==> config.mk <==
export PLATFORM = sky130hd
export DESIGN_NAME = c2d_front
export DESIGN_NICKNAME = d
export VERILOG_FILES = /design/src/hw/rtl/c2d_pkg.sv /design/src/hw/rtl/c2d_front.sv
export SDC_FILE = /design/constraint.sdc
export NUM_CORES = 1
export LEC_CHECK = 0
export BUFFER_PORTS_ARGS = -buffer_cell sky130_fd_sc_hd__clkbuf_2
export CORE_ASPECT_RATIO = 0.9
export CORE_UTILIZATION = 23
export CTS_BUF_LIST = sky130_fd_sc_hd__clkbuf_4 sky130_fd_sc_hd__clkbuf_8
export DETAILED_ROUTE_END_ITERATION = 12
export SYNTH_ARGS = -nofsm -noshare
export SYNTH_HDL_FRONTEND = slang
export SYNTH_SLANG_ARGS = --single-unit
==> constraint.sdc <==
create_clock -name i_clk -period 17.95 [get_ports i_clk]
set_input_delay 1.795 -clock i_clk [delete_from_list [all_inputs] [get_ports i_clk]]
set_output_delay 1.795 -clock i_clk [all_outputs]
set_load 0.01 [all_outputs]
==> src/hw/rtl/c2d_pkg.sv <==
// shared types, sizes and the filter weight rom for the 4x4 convolution stream
// no dependencies; every other file of the block refers to it by scoped names
package c2d_pkg;

    localparam int IMAGE_WIDTH_DEF = 28;
    localparam int KERNEL_SIDE     = 4;
    localparam int FILTER_COUNT    = 8;
    localparam int TAP_COUNT       = KERNEL_SIDE * KERNEL_SIDE;
    localparam int PIXEL_W         = 16;
    localparam int WEIGHT_W        = 16;
    localparam int PROD_W          = PIXEL_W + WEIGHT_W;
    localparam int PART_W          = PROD_W + 2;
    localparam int SUM_W           = PART_W + 2;
    localparam int FILT_W          = 3;
    localparam int GROUP_COUNT     = TAP_COUNT / KERNEL_SIDE;
    localparam int QUEUE_DEPTH     = 2;

    typedef logic signed [PIXEL_W-1:0] t_pixel;

    // tap r*KERNEL_SIDE+c is window row r, column c; row 0 is the oldest
    typedef logic [TAP_COUNT-1:0][PIXEL_W-1:0] t_window;

    typedef struct packed {
        t_window win;
        logic    frame_end;
    } t_job;

    // Q1.15 weights, [filter][row * KERNEL_SIDE + column]
    localparam int WEIGHT_ROM [FILTER_COUNT][TAP_COUNT] = '{
        '{  9129,  -1396,  -7432, -17370,   1049,  20516,   3254, -25543,
           -3323,  18366,  18140,  -6904, -17865,  11125,  10204, -15090 },
        '{ -7003, -11790, -24750,  -7412,  -1229,  -2569, -10945,  -8834,
           -1304,   2310,  11023,  17249,  -2366,   -744,  22132,  16558 },
        '{ -2474,  -8674,  -3002,  24871,   9906,   3264, -18963, -13363,
           -7386,  15922,  -4696, -15077,  -8684,  16302,   7766,   1609 },
        '{  -691,   4909,   6753,  10561,  -6737,  -6685,  -7022,  -3414,
           -4945,  -5931,   -590,  -9490, -10024,  -4791,  -4542,  -2451 },
        '{  4905,   3922,   5158,   8317,   9765,   8759,  12665,   6495,
            3192,  -3159,   4175,   3061,  -6101,  -2648, -11089,  -6672 },
        '{ -7340, -15840, -15489,  -1144,  16915,   4348,   -908, -10034,
            7265,  11731,  -1373,  -4047, -13238,   6039,  12514,  11420 },
        '{  6599,  17003,  13209,  -1645,  10846,  10732,  -6947, -12213,
           10047,  -9598, -12871,  -8697,  -3958,  -9306,  -3775,  -4230 },
        '{ 11944,   8244,   3024, -14310, -17259,   1307,  25811, -10682,
          -15919,  -7540,  13392,  14352,   6524,  -5223, -19107,   5997 }
    };

endpackage

==> src/hw/rtl/c2d_front.sv <==
// front end: pixel intake, raster counters, column line buffer and 4x4 window
// uses c2d_pkg; pushes complete windows into c2d_queue
module c2d_front #(
    parameter int IMAGE_WIDTH = c2d_pkg::IMAGE_WIDTH_DEF
) (
    input  logic              i_clk,
    input  logic              i_rst_n,
    input  logic              i_pixel_valid,
    output logic              o_pixel_ready,
    input  logic [15:0]       i_pixel,
    output logic              o_push,
    output c2d_pkg::t_job     o_job,
    input  logic              i_queue_full
);

    localparam int CNT_W  = $clog2(IMAGE_WIDTH);
    localparam int KS     = c2d_pkg::KERNEL_SIDE;
    localparam int PW     = c2d_pkg::PIXEL_W;
    localparam int WORD_W = (KS - 1) * PW;
    localparam int VEC_W  = KS * PW;

    // one word per column: the three previous rows at that column, newest low
    logic [WORD_W-1:0] r_mem [IMAGE_WIDTH];

    logic [CNT_W-1:0]  r_col;
    logic [CNT_W-1:0]  r_row;
    logic              r_b_valid;
    logic [CNT_W-1:0]  r_b_col;
    logic [PW-1:0]     r_b_pixel;
    logic              r_b_emit;
    logic              r_b_frame_end;
    logic [WORD_W-1:0] r_rd_data;
    logic [VEC_W-1:0]  r_win_col [KS];

    logic              accept;
    logic              b_go;
    logic              last_col;
    logic              last_row;
    logic [VEC_W-1:0]  new_col;
    logic [VEC_W-1:0]  n_win_col [KS];

    assign accept        = i_pixel_valid && o_pixel_ready;
    assign b_go          = r_b_valid && (!r_b_emit || !i_queue_full);
    assign o_pixel_ready = !r_b_valid || b_go;
    assign last_col      = (r_col == CNT_W'(IMAGE_WIDTH - 1));
    assign last_row      = (r_row == CNT_W'(IMAGE_WIDTH - 1));
    assign new_col       = {r_rd_data, r_b_pixel};

    always_comb begin
        for (int c = 0; c < KS - 1; c++) begin
            n_win_col[c] = r_win_col[c + 1];
        end
        n_win_col[KS-1] = new_col;
    end

    always_comb begin
        for (int r = 0; r < KS; r++) begin
            for (int c = 0; c < KS; c++) begin
                o_job.win[r*KS + c] = n_win_col[c][(KS-1-r)*PW +: PW];
            end
        end
        o_job.frame_end = r_b_frame_end;
    end

    assign o_push = b_go && r_b_emit;

    always_ff @(posedge i_clk) begin
        if (!i_rst_n) begin
            r_col     <= '0;
            r_row     <= '0;
            r_b_valid <= 1'b0;
        end else begin
            if (accept) begin
                r_b_valid <= 1'b1;
                if (last_col) begin
                    r_col <= '0;
                    r_row <= last_row ? '0 : r_row + 1'b1;
                end else begin
                    r_col <= r_col + 1'b1;
                end
            end else if (b_go) begin
                r_b_valid <= 1'b0;
            end
        end
    end

    always_ff @(posedge i_clk) begin
        if (accept) begin
            r_b_col       <= r_col;
            r_b_pixel     <= i_pixel;
            r_b_emit      <= (r_row >= CNT_W'(KS - 1)) && (r_col >= CNT_W'(KS - 1));
            r_b_frame_end <= last_row && last_col;
            r_rd_data     <= r_mem[r_col];
        end
    end

    always_ff @(posedge i_clk) begin
        if (b_go) begin
            r_mem[r_b_col] <= {r_rd_data[WORD_W-PW-1:0], r_b_pixel};
        end
    end

    always_ff @(posedge i_clk) begin
        if (b_go) begin
            for (int c = 0; c < KS; c++) begin
                r_win_col[c] <= n_win_col[c];
            end
        end
    end

endmodule

Word level (Yosys, flattened, before mapping) --
Memory sizes are Yosys's and may differ from the RTL's. A register that Yosys moved wholly into a read port is not among the register bits. Cells that the tools add are included.
Word-level totals: register bits after elaboration 34, RAM bits 1600, bits of input ports 20, output and inout bits 259, word-level logic and storage cells 33, memories 2
Cells by class: add/sub/neg operators 2, magnitude comparators 2, equal/unequal tests 2, muxes and demuxes 6, reduce and logical (&&, ||, !) cells 12
Memories:
- r_mem | depth 28, bits a word 48, rd ports 1, clocked after Yosys merged registers in 1, write ports 1, RTL line c2d_front.sv:23 | logic [WORD_W-1:0] r_mem [IMAGE_WIDTH];
- r_win_col | depth 4, bits a word 64, rd ports 3, clocked after Yosys merged registers in 0, write ports 4, RTL line c2d_front.sv:33 | logic [VEC_W-1:0] r_win_col [KS];
Operators by type and width (count):
- 5-bit by 1-bit adder with 5-bit output (second input constant) | 2
- 5-bit == test (second input constant) | 2
- 5-bit by 2-bit greater-or-equal comparator with 1-bit output (second input constant) | 2
- 5-bit two-way mux | 2
- 1-bit logical AND | 5
- 1-bit two-way mux | 4
- 1-bit logical NOT | 3
- 1-bit logical OR | 2
- 2-bit AND reduction | 1
- 2-bit nonzero test | 1

Longest topological paths before layout --
depth in word-level cells 6, gate-level depth with buffers 8, mapped depth without buffers 5

Worst setup path after synthesis --
No wires, ideal clock.
path type input -> register, from input i_queue_full, to memory r_mem[18][0] (netlist bit) (enable), library setup time 0.453 ns, arrival 14.856 ns, data required time 17.497 ns, path slack 2.641 ns, stages on the path 3, buffers on the path 0, path through a21boi_1 > nand3b_1 > nor2_1
On the way: cells in the longest elaborated chain, start to end 5
RTL lines:
- start, declared | RTL line c2d_front.sv:13 | input logic i_queue_full
- 1-bit logical NOT | RTL line c2d_front.sv:43 | assign b_go = r_b_valid && (!r_b_emit || !i_queue_full);
- 1-bit logical OR | RTL line c2d_front.sv:43
- 1-bit logical AND | RTL line c2d_front.sv:43
- 1-bit two-way mux | RTL line c2d_front.sv:98 | if (b_go) begin
- 1-bit two-way mux (not written as such) | RTL line c2d_front.sv:99 | r_mem[r_b_col] <= {r_rd_data[WORD_W-PW-1:0], r_b_pixel};
- end, declared | RTL line c2d_front.sv:23
No other way between the ends.

Worst setup path after layout --
from input i_queue_full, to output o_push
On the way: cells in the longest elaborated chain, start to end 4
RTL lines:
- 1-bit logical NOT | RTL line c2d_front.sv:43
- 1-bit logical OR | RTL line c2d_front.sv:43
- 1-bit logical AND | RTL line c2d_front.sv:43
- net b_go | RTL line c2d_front.sv:36 | logic b_go;
- 1-bit logical AND | RTL line c2d_front.sv:65 | assign o_push = b_go && r_b_emit;
- end, declared | RTL line c2d_front.sv:11 | output logic o_push,
The timed path passes the listed nets, and every way through them passes these cells.

==> impl_metrics.yaml <==
status:
  outcome: "completed"
setup_path:
  critPathArrivalTime_ns: 3.65
  crit_required_ns: 16.15
  crit_type: "in -> out"
  worstSetupStartpointType: "input port"
  path_max_fanout: 49
  crit_path_end_kind: "output pin"
clock_tree:
  post_cts_buffers: 0
  clk_path_buf_depth: 4
  cts-resized-gates: 0
  holdBufCountCts: 0
  cts_htree_levels: 5
  clkSinkCount: 1618
  numCtsBuffers: 276
  path_clk_slew_ns: 0.05
  cts_tree: "done"
  clk_latency_ns: 0.93
  cts_root_buf: "clkbuf_8"
grt:
  grt_max_degree: 114
  grt_pass1_wl_um: 216000
  grt_use_total_pct: 11.5
  grt_overflow_total: 0
  grt_pass1_vias: 28800
  antenna_found_initial: 15
yosys:
  synth_cells: 2561
  syn_area_um2: 59700
  synth_nets: 2583
  synth_ff_type: "edfxtp_1"
  ys_seq_area_share_pct: 81.2
  ys.warnings.count: 0
  syn_avg_cell_area_um2: 23.3
  synth_edf_count: 1607
  ys_types: 46
  synth-async-reset-ratio_pct: 0
  synth-seq-cells: 1618
sta:
  final.setup_skew_ns: 0.104
  hold_viol: 0
  setup_viol: 0
  fmax_mhz: 184
  finalCritPeriodShare_pct: 30.3
  slew_violations: 0
  maxSlewHeadroom_pct: 27.9
  timing.hold.ws_ns: 0.422
  rsz0062_at_grt: "false"
  min_period_ns: 5.44
  setup_tns_ns: 0
  tightest_slew_ns: 1.08
final_layout:
  final_common_cell: "edfxtp_1"
  multiInputGateArea_um2: 10600
  drive_above_1_share_pct: 36.1
  register_area_um2: 48500
  nets: 3108
  n_fill_cell: 25500
  areaGrowthSynthToFinish_pct: 18.7
  layout_common_cells: "1607 x edfxtp_1, 285 x clkbuf_8, 278 x clkbuf_2"
pwr:
  leakage_nw: 21.6
  worst_ir_drop_vdd_uv: 52.9
  powerDensity_nw_per_um2: 111
routing:
  drt_iter0_markers: 3552
  drt-total-wl_um: 154000
  vias_per_cell: 4.33
  drc_errors: 0
  ant_nets: 0
  firstDrtPassIters: 5
  vias: 29000
  wl_per_cell_um: 23.1
die:
  rows: 177
  design.core.area_um2: 258000
  io_pins: 279
  die_h_um: 485
  die_w_um: 539
  design.die.area_um2: 262000
  initial_core_util_pct: 23.1
placement:
  place_congestion: 0.779
  hpwl_um: 92700
  io_buffers: 278
run:
  drv_cap: 0
worst_hold_path:
  hold_class: "reg -> reg"
## per-layer routing
metal / GRT usage (%) / part of all wire, % / up-vias
met5: 0 / 0.024 / -
met4: 3.61 / 2.5 / 6
met3: 3.75 / 11 / 239
met2: 15.9 / 42 / 1417
met1: 16.7 / 45 / 15300
li1: - / - / 12000
## state kept, by name, indices dropped and copies added, names as in the netlist
register,flops
r_col,5
r_row,5
r_b_col,5
r_rd_data,48
r_mem,1344
r_b_pixel,16
r_b_valid,1
r_b_frame_end,1
r_win_col,192
r_b_emit,1
## through the flow
| stage | setup WS (ns) | area [um^2] | util (%) | power [mW] | std cells |
|---|---|---|---|---|---|
| 2_1_floorplan | 2.64 | 59700 | - | 4.53 | 2561 |
| 3_3_place_gp | 12.26 | 65600 | 25.4 | 4.69 | 6209 |
| 3_5_place_dp | 12.17 | 65600 | 25.4 | 4.70 | 6209 |
| 4_1_cts | 12.33 | 70800 | 27.4 | 8.00 | 6678 |
| 5_1_grt | 12.34 | 70800 | 27.4 | 8.17 | 6679 |
| 6_report | 12.51 | 70900 | 27.4 | 7.88 | 6686 |
## power by group
part	leakage, nW	internal (mW)	switching (mW)
clock network	2.77	1.76	1.51
logic	4.17	0.118	0.242
registers	14.7	4.22	0.0333
## worst max-delay path, stage by stage
cell	delay [ns]
clkbuf_2	0.11
a21boi_4	0.22
buf_4	0.56
buf_4	0.57
and2_1	0.21
clkbuf_2	0.13
## logic make-up after synthesis
kind of cell / share of synthesized area (%)
AOI/OAI and AO/OA: 3.50
xor gates and xnor gates: 0.0587
adders and majority gates: 0.0419
buffers and inverters: 1.46
DFF: 81.2
muxes: 12.7
and+or+nand+nor: 1.05
## Yosys cell counts, drive strengths merged (2+ instances only)
library cell  instances  area, um^2
and4b                 2        20.0
a311oi               33         458
nand4                 4        25.0
nor2                 39         146
mux2i               142        1420
mux4                274        6170
buf                 100         731
nand3b                6        48.8
xor2                  4        35.0
a21oi                 8        40.0
nand2                57         214
o22ai                67         419
clkbuf               35         131
o22a                 14         123
dfxtp                11         220
a22oi                28         210
or3                   3        18.8
or3b                  4        35.0
and2                  2        12.5
and3                  3        18.8
edfxtp             1607       48300
inv                   3        11.3
ha                    2        25.0
a221oi               34         467
nand3                 4        20.0
nor2b                 3        18.8
a211oi               15         113
o21ai                48         240
## path summary, 6_finish.rpt
check	slack, ns	from	to	depth (start not counted)
min	0.42	r_win_col[3][23]	r_win_col[2][23]	0
max reg2reg	13.02	r_col[1]	r_rd_data[19]	6
max	12.51	i_queue_full	o_push	6
min reg2reg	0.42	r_win_col[3][23]	r_win_col[2][23]	0
## final cells by class
class | instances | share of cell area [%]
clock buffers | 376 | 6.50
well taps | 3401 | 6.01
inverters | 3 | 0.0194
diodes | 8 | 0.0283
multi-input cells | 805 | 15.0
clock inverters | 93 | 0.943
flip-flops and latches | 1618 | 68.4
repair buffers | 382 | 3.10
Power figures use the tool's default switching activity.
