### config.mk
export PLATFORM = sky130hd
export DESIGN_NAME = c2d_queue
export DESIGN_NICKNAME = d
export VERILOG_FILES = /design/src/hw/rtl/c2d_pkg.sv /design/src/hw/rtl/c2d_queue.sv
export SDC_FILE = /design/constraint.sdc
export NUM_CORES = 1
export LEC_CHECK = 0
export ABC_CLOCK_PERIOD_IN_PS = 15450
export BUFFER_PORTS_ARGS = -buffer_cell sky130_fd_sc_hd__buf_2
export CORE_MARGIN = 4
export CORE_UTILIZATION = 53
export CTS_CLUSTER_DIAMETER = 50
export DETAILED_ROUTE_END_ITERATION = 10
export HOLD_SLACK_MARGIN = 0.15
export PLACE_DENSITY = 0.76
export SETUP_SLACK_MARGIN = 0.15
export SLEW_MARGIN = 5
export SYNTH_ARGS = -nofsm -noshare
export SYNTH_HDL_FRONTEND = slang
export SYNTH_SLANG_ARGS = --single-unit
### constraint.sdc
create_clock -name i_clk -period 15.45 [get_ports i_clk]
set_input_delay 1.545 -clock i_clk [delete_from_list [all_inputs] [get_ports i_clk]]
set_output_delay 1.545 -clock i_clk [all_outputs]
set_load 0.02 [all_outputs]
### src/hw/rtl/c2d_pkg.sv
// shared types, sizes and the filter weight rom for the 4x4 convolution stream
// no dependencies; every other file of the block refers to it by scoped names
package c2d_pkg;

    localparam int IMAGE_WIDTH_DEF = 28;
    localparam int KERNEL_SIDE     = 4;
    localparam int FILTER_COUNT    = 8;
    localparam int TAP_COUNT       = KERNEL_SIDE * KERNEL_SIDE;
    localparam int PIXEL_W         = 16;
    localparam int WEIGHT_W        = 16;
    localparam int PROD_W          = PIXEL_W + WEIGHT_W;
    localparam int PART_W          = PROD_W + 2;
    localparam int SUM_W           = PART_W + 2;
    localparam int FILT_W          = 3;
    localparam int GROUP_COUNT     = TAP_COUNT / KERNEL_SIDE;
    localparam int QUEUE_DEPTH     = 2;

    typedef logic signed [PIXEL_W-1:0] t_pixel;

    // tap r*KERNEL_SIDE+c is window row r, column c; row 0 is the oldest
    typedef logic [TAP_COUNT-1:0][PIXEL_W-1:0] t_window;

    typedef struct packed {
        t_window win;
        logic    frame_end;
    } t_job;

    // Q1.15 weights, [filter][row * KERNEL_SIDE + column]
    localparam int WEIGHT_ROM [FILTER_COUNT][TAP_COUNT] = '{
        '{  9129,  -1396,  -7432, -17370,   1049,  20516,   3254, -25543,
           -3323,  18366,  18140,  -6904, -17865,  11125,  10204, -15090 },
        '{ -7003, -11790, -24750,  -7412,  -1229,  -2569, -10945,  -8834,
           -1304,   2310,  11023,  17249,  -2366,   -744,  22132,  16558 },
        '{ -2474,  -8674,  -3002,  24871,   9906,   3264, -18963, -13363,
           -7386,  15922,  -4696, -15077,  -8684,  16302,   7766,   1609 },
        '{  -691,   4909,   6753,  10561,  -6737,  -6685,  -7022,  -3414,
           -4945,  -5931,   -590,  -9490, -10024,  -4791,  -4542,  -2451 },
        '{  4905,   3922,   5158,   8317,   9765,   8759,  12665,   6495,
            3192,  -3159,   4175,   3061,  -6101,  -2648, -11089,  -6672 },
        '{ -7340, -15840, -15489,  -1144,  16915,   4348,   -908, -10034,
            7265,  11731,  -1373,  -4047, -13238,   6039,  12514,  11420 },
        '{  6599,  17003,  13209,  -1645,  10846,  10732,  -6947, -12213,
           10047,  -9598, -12871,  -8697,  -3958,  -9306,  -3775,  -4230 },
        '{ 11944,   8244,   3024, -14310, -17259,   1307,  25811, -10682,
          -15919,  -7540,  13392,  14352,   6524,  -5223, -19107,   5997 }
    };

endpackage

### src/hw/rtl/c2d_queue.sv
// two-entry queue of windows between the front end and the mac engine
// uses c2d_pkg for the entry type and depth
module c2d_queue (
    input  logic          i_clk,
    input  logic          i_rst_n,
    input  logic          i_push,
    input  c2d_pkg::t_job i_job,
    output logic          o_full,
    input  logic          i_pop,
    output c2d_pkg::t_job o_job,
    output logic          o_empty
);

    localparam int DEPTH = c2d_pkg::QUEUE_DEPTH;
    localparam int PTR_W = $clog2(DEPTH);
    localparam int CNT_W = $clog2(DEPTH + 1);

    c2d_pkg::t_job    r_entry [DEPTH];
    logic [PTR_W-1:0] r_wr_ptr;
    logic [PTR_W-1:0] r_rd_ptr;
    logic [CNT_W-1:0] r_count;

    assign o_full  = (r_count == CNT_W'(DEPTH));
    assign o_empty = (r_count == '0);
    assign o_job   = r_entry[r_rd_ptr];

    always_ff @(posedge i_clk) begin
        if (!i_rst_n) begin
            r_wr_ptr <= '0;
            r_rd_ptr <= '0;
            r_count  <= '0;
        end else begin
            if (i_push) begin
                r_wr_ptr <= (r_wr_ptr == PTR_W'(DEPTH - 1)) ? '0 : r_wr_ptr + 1'b1;
            end
            if (i_pop) begin
                r_rd_ptr <= (r_rd_ptr == PTR_W'(DEPTH - 1)) ? '0 : r_rd_ptr + 1'b1;
            end
            if (i_push && !i_pop) begin
                r_count <= r_count + 1'b1;
            end else if (i_pop && !i_push) begin
                r_count <= r_count - 1'b1;
            end
        end
    end

    always_ff @(posedge i_clk) begin
        if (i_push) begin
            r_entry[r_wr_ptr] <= i_job;
        end
    end

    a_no_overflow: assert property (@(posedge i_clk) disable iff (!i_rst_n)
        i_push |-> !o_full)
        else $error("window pushed into a full queue");

    a_no_underflow: assert property (@(posedge i_clk) disable iff (!i_rst_n)
        i_pop |-> !o_empty)
        else $error("window popped from an empty queue");

    a_count_bound: assert property (@(posedge i_clk) disable iff (!i_rst_n)
        r_count <= CNT_W'(DEPTH))
        else $error("queue count out of range");

endmodule

# --- Yosys cells after proc, flatten, opt, wreduce, memory -nomap -nowiden ---
# Memory sizes are Yosys's and may differ from the RTL's. A register that Yosys moved wholly into a read port is not among the register bits.
# Cells that the tools add are included.
word_totals:
  register_bits: 4
  ram_bits: 514
  input_bits: 261
  output_inout_bits: 259
  word_cells: 23
  mem_count: 1
mem_list:
  columns: ["name", "depth", "word_bits", "rd", "rd_ports_with_merged_regs", "wr", "line_no", "text"]
  rows:
  - ["r_entry", 2, 257, 1, 1, 1, "c2d_queue.sv:18", "c2d_pkg::t_job r_entry [DEPTH];"]
op_classes:
  n_addsub: 4
  n_eq_ne: 1
  n_mux: 8
  reduce_logical: 6
op_table:
  columns: ["cell", "count"]
  rows:
  - ["$mux 1", 6]
  - ["$mux 2", 2]
  - ["$add 1x1->1 const B", 2]
  - ["$add 2x1->2 const B", 1]
  - ["$eq 2x2->1 const B", 1]
  - ["$logic_and 1x1->1", 2]
  - ["$logic_not 1->1", 2]
  - ["$logic_not 2->1", 1]
  - ["$reduce_bool 2->1", 1]
  - ["$sub 2x1->2 const B", 1]

# --- Logic depth before layout (Yosys ltp) ---
# Gate-level depths: netlist of run 1.
depth:
  word_depth: 4
  mapped_depth: 5
  depth_no_buf: 5

# --- Worst setup path before layout of run 1 ---
# OpenSTA, ideal clock, no wires.
synth_timing:
  path_kind: "input -> register"
  start: "in i_push"
  end: "reg r_wr_ptr"
  setup_time_ns: 0.111
  t_arrival_ns: 13.483
  required_time_ns: 15.339
  slack_ns: 1.856
  stages: 2
  path_buffers: 0
  cell_sequence: "nor2b_1 o21a_1"
synth_rtl:
  columns: ["element", "line_no", "text"]
  rows:
  - ["start, declared", "c2d_queue.sv:6", "input logic i_push,"]
  - ["end signal, assigned", "c2d_queue.sv:34", "r_wr_ptr <= (r_wr_ptr == PTR_W'(DEPTH - 1)) ? '0 : r_wr_ptr + 1'b1;"]
  - ["end, declared", "c2d_queue.sv:19", "logic [PTR_W-1:0] r_wr_ptr;"]

==> results of run 1 <==
placed cells by master (no fill, tap or decap), types with 2 or more instances in the layout:
master        n
clkbuf_16    55
clkbuf_8      2
nor2b_1       2
edfxtp_1    514
diode_2      19
buf_12        2
clkinv_2     11
buf_4         6
mux2_4      230
and2_1        3
clkinv_1      9
clkbuf_1     14
buf_2       519
clkinvlp_4    2
mux2_2       27
dfxtp_1       4
xor2_1        2
logic make-up after synthesis:
kind of cell | share of synthesized area [%]
buffers and inverters | 1.86
xor gates and xnor gates | 0.133
muxes | 19.0
DFF | 78.6
adders and majority gates | 0.0633
and+or+nand+nor | 0.272
AOI/OAI and AO/OA | 0.101
path summary, 6_finish.rpt:
kind / depth (start not counted) / slack [ns] / endpoint / startpoint
setup / recovery: 3 / 10.94 / o_job[244] / register
setup reg to reg: 3 / 12.27 / r_entry[0][50] / r_wr_ptr
hold / removal: 2 / 0.54 / r_count[1] / r_count[1]
hold reg to reg: 2 / 0.54 / r_count[1] / r_count[1]
cell type report:
class / instances / area, um^2
inverters: 1 / 3.75
clock buffers: 71 / 1460
well taps: 468 / 586
fillers: 2370 / 12300
repair buffers: 527 / 2680
diodes: 19 / 47.5
flip-flops and latches: 519 / 15500
clock inverters: 27 / 179
multi-input cells: 273 / 3880
layer usage:
metal	vias to the layer above	global-route usage, %	share of wire (%)
met5	-	0	0.31
met4	20	8.82	3.5
met3	99	8.46	9.9
met2	417	34.3	50
met1	4807	22.5	36
li1	4425	-	-
power by group through the flow:
stage / clock (mW) / sequential (mW) / combinational [mW]
floorplan: 0 / 1.70 / 0.290
global route: 1.27 / 1.66 / 0.439
CTS: 1.21 / 1.65 / 0.420
global placement: 0 / 1.68 / 0.414
detailed placement: 0 / 1.68 / 0.418
finish: 1.18 / 1.65 / 0.417
worst reg2reg max path, delay by kind of cell (launching register included):
family,cells,cell delay [ns]
buffers and inverters,2,1.61
AND/OR/NAND/NOR,1,0.78
flip-flops,1,0.34
flip-flops by register name, indices dropped and copies added (netlist names), named ones only:
register	cells
r_count	2
r_rd_ptr	1
r_entry	514
r_wr_ptr	1
per-stage QoR:
stage / setup slack, ns / cells
after global placement: 10.82 / 1788
final: 10.94 / 1905
after CTS: 10.86 / 1886
after global routing: 10.78 / 1899
after detailed placement: 10.80 / 1788
after floorplan: 1.86 / 822
==> metrics.md, run 1 <==
| Metric | Value |
|---|---|
| Net Sw Frac | `23.2%` |
| Top FF cell, synth | `edfxtp_1` |
| Slew at the pin with the worst max-slew slack | `1.21 ns` |
| Vias per Instance | `5.13` |
| Die Footprint | `40500 um^2` |
| Area grow syn2layout | `23.3%` |
| Top cells by count, synth | `edfxtp_1, mux2_4, mux2_2` |
| Finished Cell Area | `24400 um^2` |
| Final setup viols | `0` |
| HP Class | `register to register` |
| RSZ-0062 raised after global routing | `false` |
| Detailed Route Iter0 Violations | `631` |
| Post-Synthesis Cells | `822` |
| Die Ht | `201 um` |
| Max Cap Viol | `0` |
| Wire length per cell | `22.0 um` |
| Nets@finish | `1637` |
| Warnings from Yosys | `0` |
| Number of global-route vias before repair | `10400` |
| Clock Root Buffer | `clkbuf_16` |
| Initial antenna violation count | `29` |
| Clk_lat worst skew | `0.57 ns` |
| CORE AREA | `36700 um^2` |
| CP arrival | `2.96 ns` |
| Hold_buf cts | `0` |
| Synth top area cells | `edfxtp_1, mux2_4, mux2_2` |
| Remaining global-route overflow | `0` |
| CP max FO | `65` |
| Yosys top cell by area | `edfxtp_1` |
| Number of synthesized flops with an enable pin | `514` |
| Switching power | `0.752 mW` |
| TNS Setup | `0 ns` |
| Slew Limit Fails | `0` |
| Hold_ws | `0.536 ns` |
| Top Ports | `520` |
| CP max stage delay | `0.94 ns` |
| Critical path type | `register to output port` |
| Max VDD drop | `0.108 mV` |
| Part of the power in registers | `50.9%` |
| Netlist cell types | `19` |
| Total Power | `3.25 mW` |
| Critical Path RT | `13.91 ns` |
| Num CTS Buffers | `53` |
| Worst path slowest cell | `buf_4` |
| Hpwl dp | `28800 um` |
| Worst path cell trace | `buf_4 -> mux2_2 -> buf_2` |
| Comb power frac | `12.8%` |
| Post-cts gate resize count | `0` |
| Seq cells post-synth | `519` |
| Port Buffers | `519` |
| CTS Buffer Depth | `3` |
| Synth Area per Inst | `24.1 um^2` |
| First-pass GRT wire length | `62100 um` |
| Most instantiated library cell after synthesis | `edfxtp_1` |
| WP buf/inv | `2` |
| Final ANT Viol Nets | `0` |
| Clock Power Share | `36.3%` |
| Period utilisation layout | `29.2%` |
| Num Clock Sinks | `519` |
| Clock Pin Slew Worst Setup and Hold Paths | `0.06 ns` |
| Async set-or-reset flop fraction in the synthesized netlist | `0%` |
| DRC errors left | `0` |
| Layout Skew | `0.0103 ns` |
| Outcome | `complete, no violations` |
| Seq/Total Area, Yosys | `78.6%` |
| Row cnt | `70` |
| Utilization after layout | `66.4%` |
| F_max | `222 MHz` |
| Total track usage | `20.2%` |
| Pwr/cell area | `133 nW/um^2` |
| Final WL | `42000 um` |
| Final Hold Viols | `0` |
| Headroom to the max-slew limit | `19.4%` |
| Crit start category | `register` |
| Detailed-route via count | `9768` |
| Post-layout min period | `4.51 ns` |
| Leak | `9.64 nW` |
| Postcts setup bufs | `0` |
| Internal | `2.49 mW` |
| Synth Cell Area | `19800 um^2` |
| Yosys top cell area share | `78.1%` |
| Final RePlAce weighted congestion | `0.774` |
| Initial Util | `53.9%` |
| Post-synth net total | `1084` |
| CTS tree | `done` |
| Fraction of layout cells with a size suffix above 1 | `60.8%` |
| Maximum number of pins on one net before global-route repair | `158` |
| Drt pass-1 iters | `4` |
| Die X-Extent | `201 um` |
| H-Tree Depth | `2` |
| Crit. End Element | `output port` |
| Top delay family on crit path | `buffers and inverters` |
| Area of placed instances | `22700 um^2` |
Note: power is estimated with default switching activity, not from simulation.
==> run 2, diff against run 1 <==
ABC_CLOCK_PERIOD_IN_PS = 4700   (was 15450)
clock period = 4.7 ns   (was 15.45 ns; I/O delays follow)
==> run 2 against run 1 <==
Effect of this change: core utilization is 7.1 points higher; total power grew to 3.4 times the previous value; largest cell class unchanged; clock power grew to 3.3 times the previous value; sequential cell count stayed put; wire length is 17% higher; combinational power grew to 3.8 times the previous value; sequential share of layout area is 6.2 points lower; clock skew is 0.0021 ns higher.
==> metrics.md, run 2 (synthesis results as in run 1) <==
| Metric | Value |
|---|---|
| Max Cap Viol | `0` |
| Detailed-route via count | `11100` |
| CP max stage delay | `1.05 ns` |
| Vias per Instance | `5.16` |
| Largest register FFs | `514` |
| Drt pass-1 iters | `4` |
| Final ANT Viol Nets | `0` |
| Hpwl dp | `28400 um` |
| CP arrival | `2.74 ns` |
| Crit. End Element | `output port` |
| Fillcell total | `2001` |
| Final Hold Viols | `0` |
| Period utilisation layout | `68.2%` |
| Slew Limit Fails | `0` |
| Outcome | `complete, no violations` |
| Post-layout min period | `3.21 ns` |
| Top Registers | `r_entry (514), r_count (2)` |
| Met2 wire length | `25900 um` |
| Worst path slowest cell | `dfxtp_4` |
| Top Ports | `520` |
| Clock Pin Slew Worst Setup and Hold Paths | `0.06 ns` |
| Most flops, register | `r_entry` |
| Number of global-route vias before repair | `12100` |
| Port Buffers | `519` |
| Wire length per cell | `22.9 um` |
| Nets@finish | `1898` |
| F_max | `312 MHz` |
| HP Class | `primary input to register` |
| M1 wire length | `17400 um` |
| Fraction of layout cells with a size suffix above 1 | `51.3%` |
| Remaining global-route overflow | `0` |
| CTS Buffer Depth | `3` |
| Maximum number of pins on one net before global-route repair | `158` |
| Row cnt | `70` |
| Leak | `10.7 nW` |
| Post-Layout Cell Count | `2150` |
| DRC errors left | `0` |
| Critical Path RT | `4.23 ns` |
| Post-cts gate resize count | `0` |
| Total Power | `11.0 mW` |
| Top routing layer in use | `met5` |
| CP max FO | `57` |
| Num CTS Buffers | `52` |
| First-pass GRT wire length | `72900 um` |
| RSZ-0062 raised after global routing | `false` |
| CTS tree | `done` |
| Commonest non-fill, non-tap cell in the layout | `buf_2` |
| Area grow syn2layout | `36.5%` |
| Pwr/cell area | `407 nW/um^2` |
| Final WL | `49100 um` |
| Max VDD drop | `0.351 mV` |
| Total track usage | `23.5%` |
| H-Tree Depth | `2` |
| Worst path cell trace | `buf_4 -> mux2_2 -> buf_2` |
| Final setup viols | `0` |
| Critical path type | `register to output port` |
| DR WL met3 | `4250 um` |
| Final RePlAce weighted congestion | `0.787` |
| Clk_lat worst skew | `0.58 ns` |
| Placed Instances | `1792` |
| CORE AREA | `36700 um^2` |
| Die Footprint | `40500 um^2` |
| Layout Skew | `0.0124 ns` |
| Die X-Extent | `201 um` |
| Crit start category | `register` |
| Most frequent cells in the layout | `buf_2, edfxtp_1, dlygate4sd3_1` |
| Slew at the pin with the worst max-slew slack | `1.07 ns` |
| Die Ht | `201 um` |
| Num Clock Sinks | `519` |
| Initial antenna violation count | `8` |
| Initial Util | `53.9%` |
| Detailed Route Iter0 Violations | `705` |
| Clock Root Buffer | `clkbuf_16` |
| Headroom to the max-slew limit | `29.0%` |
-- run 2: cell types whose count changed in the layout (fill, tap and decap cells not counted), sizes merged --
cell,delta
dlygate4sd3,+258
diode,-14
buf,+4
bufinv,+3
clkinv,-3
clkbuf,-2
clkinvlp,-2
inv,+1
-- run 2: final timing paths --
path | start | slack, ns | cells past startpoint | end
hold reg to reg | r_count[1] | 0.55 | 2 | r_count[1]
setup reg to reg | r_wr_ptr | 3.00 | 2 | r_entry[1][188]
hold / removal | i_pop | 0.25 | 3 | register
setup / recovery | register | 1.49 | 3 | o_job[256]
-- run 2: critical path, delay by kind of cell, from the launching register on --
kind,cells,cell delay (ns)
flops,1,1.05
buf+inv,2,0.68
mux,1,0.41
-- run 2: metal layers --
metal | vias up | global-route usage (%)
met5 | - | 0
met1 | 5547 | 27.0
li1 | 4918 | -
met2 | 533 | 41.7
met3 | 92 | 7.19
met4 | 6 | 8.70
-- run 2: repair_timing --
| item | 4_1_cts | 5_1_grt |
|---|---|---|
| setup buffers | 0 | 0 |
| hold buffers | 258 | 0 |
| endpoints found under the hold margin | 518 | 0 |
-- run 2: final cells by class --
cell class	count	area, um^2	area share [%]
Antenna cell	5	12.5	0.0464
Clock buffer	69	1390	5.14
Clock inverter	26	234	0.867
Inverter	1	3.75	0.0139
Multi-Input combinational cell	273	3880	14.4
Sequential cell	519	15500	57.6
Tap cell	468	586	2.17
Timing Repair Buffer	789	5350	19.8
-- run 2: through the flow --
stage / area (um^2) / utilization [%] / hold slack, ns / worst slack (ns) / TNS, ns
after CTS: 27000 / 73.5 / 0.208 / 1.48 / 0
after floorplan: 19800 / - / 0.473 / -0.0588 / -15.11
after detailed placement: 22800 / 62.0 / 0.528 / 2.11 / 0
after global placement: 22800 / 62.0 / 0.487 / 2.11 / 0
after global routing: 27000 / 73.5 / 0.247 / 1.39 / 0
final: 27000 / 73.5 / 0.248 / 1.49 / 0
-- run 2: report_power, final --
part	internal, mW	total, mW	switching [mW]
Combinational	0.748	1.57	0.827
Clock	2.29	3.95	1.66
Sequential	5.36	5.46	0.0965
==> run 3, diff against run 2 <==
ABC_CLOCK_PERIOD_IN_PS = 2600   (was 4700)
CORE_UTILIZATION = 48   (was 53)
PLACE_DENSITY = 0.73   (was 0.76)
clock period = 2.6 ns   (was 4.7 ns; I/O delays follow)
==> run 3 against run 2 <==
Effect of this change: count of clock-buffer cells in the layout down 5; clock skew decreased by 0.0018 ns; first-iteration DRC count fell by 7.0%; final area increased by 2.1%; sequential share of layout area fell by 1.2 points; final cell count up 4.5%; critical path depth grew 1; register-to-register slack got worse by 2.1 ns; worst setup slack lost 1.2 ns; clock power rose by 100%; global-route usage shrank 2.6 points; via count decreased by 0.82%; critical endpoint is now o_job[251].
==> metrics.md, run 3 (synthesis results as in run 1) <==
| Metric | Value |
|---|---|
| HP Class | `primary input to register` |
| F_max | `432 MHz` |
| Final RePlAce weighted congestion | `0.845` |
| Area grow syn2layout | `39.3%` |
| Layout Skew | `0.0106 ns` |
| Post-Layout Cell Count | `2246` |
| Worst r2r dst | `r_wr_ptr` |
| CP max stage delay | `0.43 ns` |
| Slew at the pin with the worst max-slew slack | `0.729 ns` |
| Detailed-route via count | `11000` |
| Nets@finish | `1923` |
| Finished Cell Area | `27600 um^2` |
| Clock Pin Slew Worst Setup and Hold Paths | `0.06 ns` |
| Worst path slowest cell | `dfxtp_4` |
| Max VDD drop | `0.691 mV` |
| Initial antenna violation count | `8` |
| Most flops, register | `r_entry` |
| Worst path cell trace | `buf_16 -> buf_4 -> mux2_2 -> buf_2` |
| Area of placed instances | `23000 um^2` |
| Num Clock Sinks | `519` |
| Final Hold Viols | `0` |
| Headroom to the max-slew limit | `51.4%` |
| Initial Util | `48.5%` |
| Detailed Route Iter0 Violations | `656` |
| Drt pass-1 iters | `5` |
| Number of global-route vias before repair | `12300` |
| Die Ht | `211 um` |
| Final ANT Viol Nets | `0` |
| Total track usage | `20.9%` |
| Largest register FFs | `514` |
| Outcome | `complete, no violations` |
| Utilization after layout | `67.6%` |
| RSZ-0062 raised after global routing | `false` |
| Register-to-register setup slack | `0.87 ns` |
| DRC errors left | `0` |
| R2r worst-path depth | `4` |
| Maximum number of pins on one net before global-route repair | `112` |
| Clock Root Buffer | `clkbuf_16` |
| Top Ports | `520` |
| Top delay family on crit path | `buffers and inverters` |
| Fraction of layout cells with a size suffix above 1 | `52.5%` |
| Port Buffers | `519` |
| Hpwl dp | `29500 um` |
| Num CTS Buffers | `54` |
| Top Registers | `r_entry (514), r_count (2)` |
| CP arrival | `2.06 ns` |
| TNS Setup | `0 ns` |
| Critical path depth in cells | `4` |
| Die X-Extent | `211 um` |
| Final WL | `48100 um` |
| Fin worst setup slack | `0.283 ns` |
| Max Cap Viol | `0` |
| Vias per Instance | `4.90` |
| Pre-CTS setup slack | `0.768 ns` |
| Clk_lat worst skew | `0.57 ns` |
| Period utilisation layout | `89.1%` |
| Row cnt | `74` |
| Critical Path RT | `2.34 ns` |
| Pwr/cell area | `751 nW/um^2` |
| FF-to-FF Start | `r_wr_ptr` |
| CTS Buffer Depth | `3` |
| Critical path type | `register to output port` |
| Placed Instances | `1874` |
| Crit. End Element | `output port` |
| Die Footprint | `44500 um^2` |
| Crit path to | `o_job[251]` |
| First-pass GRT wire length | `71200 um` |
| CTS tree | `done` |
| Wire length per cell | `21.4 um` |
| Final setup viols | `0` |
| Commonest non-fill, non-tap cell in the layout | `buf_2` |
| Crit start category | `register` |
| Most frequent cells in the layout | `buf_2, edfxtp_1, dlygate4sd3_1` |
| Post-layout min period | `2.32 ns` |
| WP buf/inv | `3` |
| H-Tree Depth | `2` |
| CP max FO | `33` |
| Slew Limit Fails | `0` |
| Leak | `11.0 nW` |
| Remaining global-route overflow | `0` |
| CORE AREA | `40700 um^2` |
## run 3: cell types whose count changed in the layout (fill, tap and decap cells not counted), sizes merged
cell         delta
clkbuf          -5
buf            +21
dlygate4sd3     +2
clkinv          +2
bufinv          +5
clkinvlp        +4
diode           +3
## run 3: how the worst min path moves through the flow
stage	start	end	depth (start not counted)
global placement	i_job[243]	r_entry[0][243]	1
global route	i_push	r_count[1]	4
detailed placement	i_job[239]	r_entry[1][239]	1
CTS	i_push	r_count[0]	4
floorplan	i_job[0]	r_entry[0][0]	0
finish	i_push	r_count[1]	4
## run 3: power by group
group | internal (mW) | switching (mW) | total, mW
Combinational | 1.40 | 1.54 | 2.95
Sequential | 9.68 | 0.125 | 9.81
Clock | 4.78 | 3.14 | 7.93
## run 3: worst register-to-register path: stages (launching register included)
cell and delay [ns]:
dfxtp_2 0.34, nor2b_4 0.15, buf_12 0.41, o21a_1 0.23, dlygate4sd3_1 0.54
## run 3: area by class of cell
cell class,instances,area (um^2)
Inverter,1,3.75
Multi-Input combinational cell,273,3880
Clock inverter,37,432
Fill cell,2548,13200
Antenna cell,8,20.0
Timing Repair Buffer,812,5600
Tap cell,532,666
Sequential cell,519,15500
Clock buffer,64,1410
## run 3: per-layer routing
| metal | track usage, % | vias up | wire length [um] |
|---|---|---|---|
| met5 | 0 | - | 0 |
| met4 | 9.28 | 0 | 1910 |
| met3 | 5.84 | 111 | 3800 |
| met2 | 37.5 | 487 | 25300 |
| met1 | 23.4 | 5429 | 17100 |
| li1 | - | 4978 | - |
## run 3: repair_timing
action                                 in CTS  in global routing
buffers inserted                            0                  3
resized for setup                           1                  1
setup endpoints to repair                  47                138
hold buffers                              260                  0
endpoints found under the hold margin     519                  0
cloned                                      0                  0
## run 3: metrics by stage
stage	power [mW]	hold WS, ns
floorplan	11.7	0.359
global placement	12.5	0.448
detailed placement	12.6	0.451
CTS	20.8	0.222
global route	21.4	0.304
finish	20.7	0.269
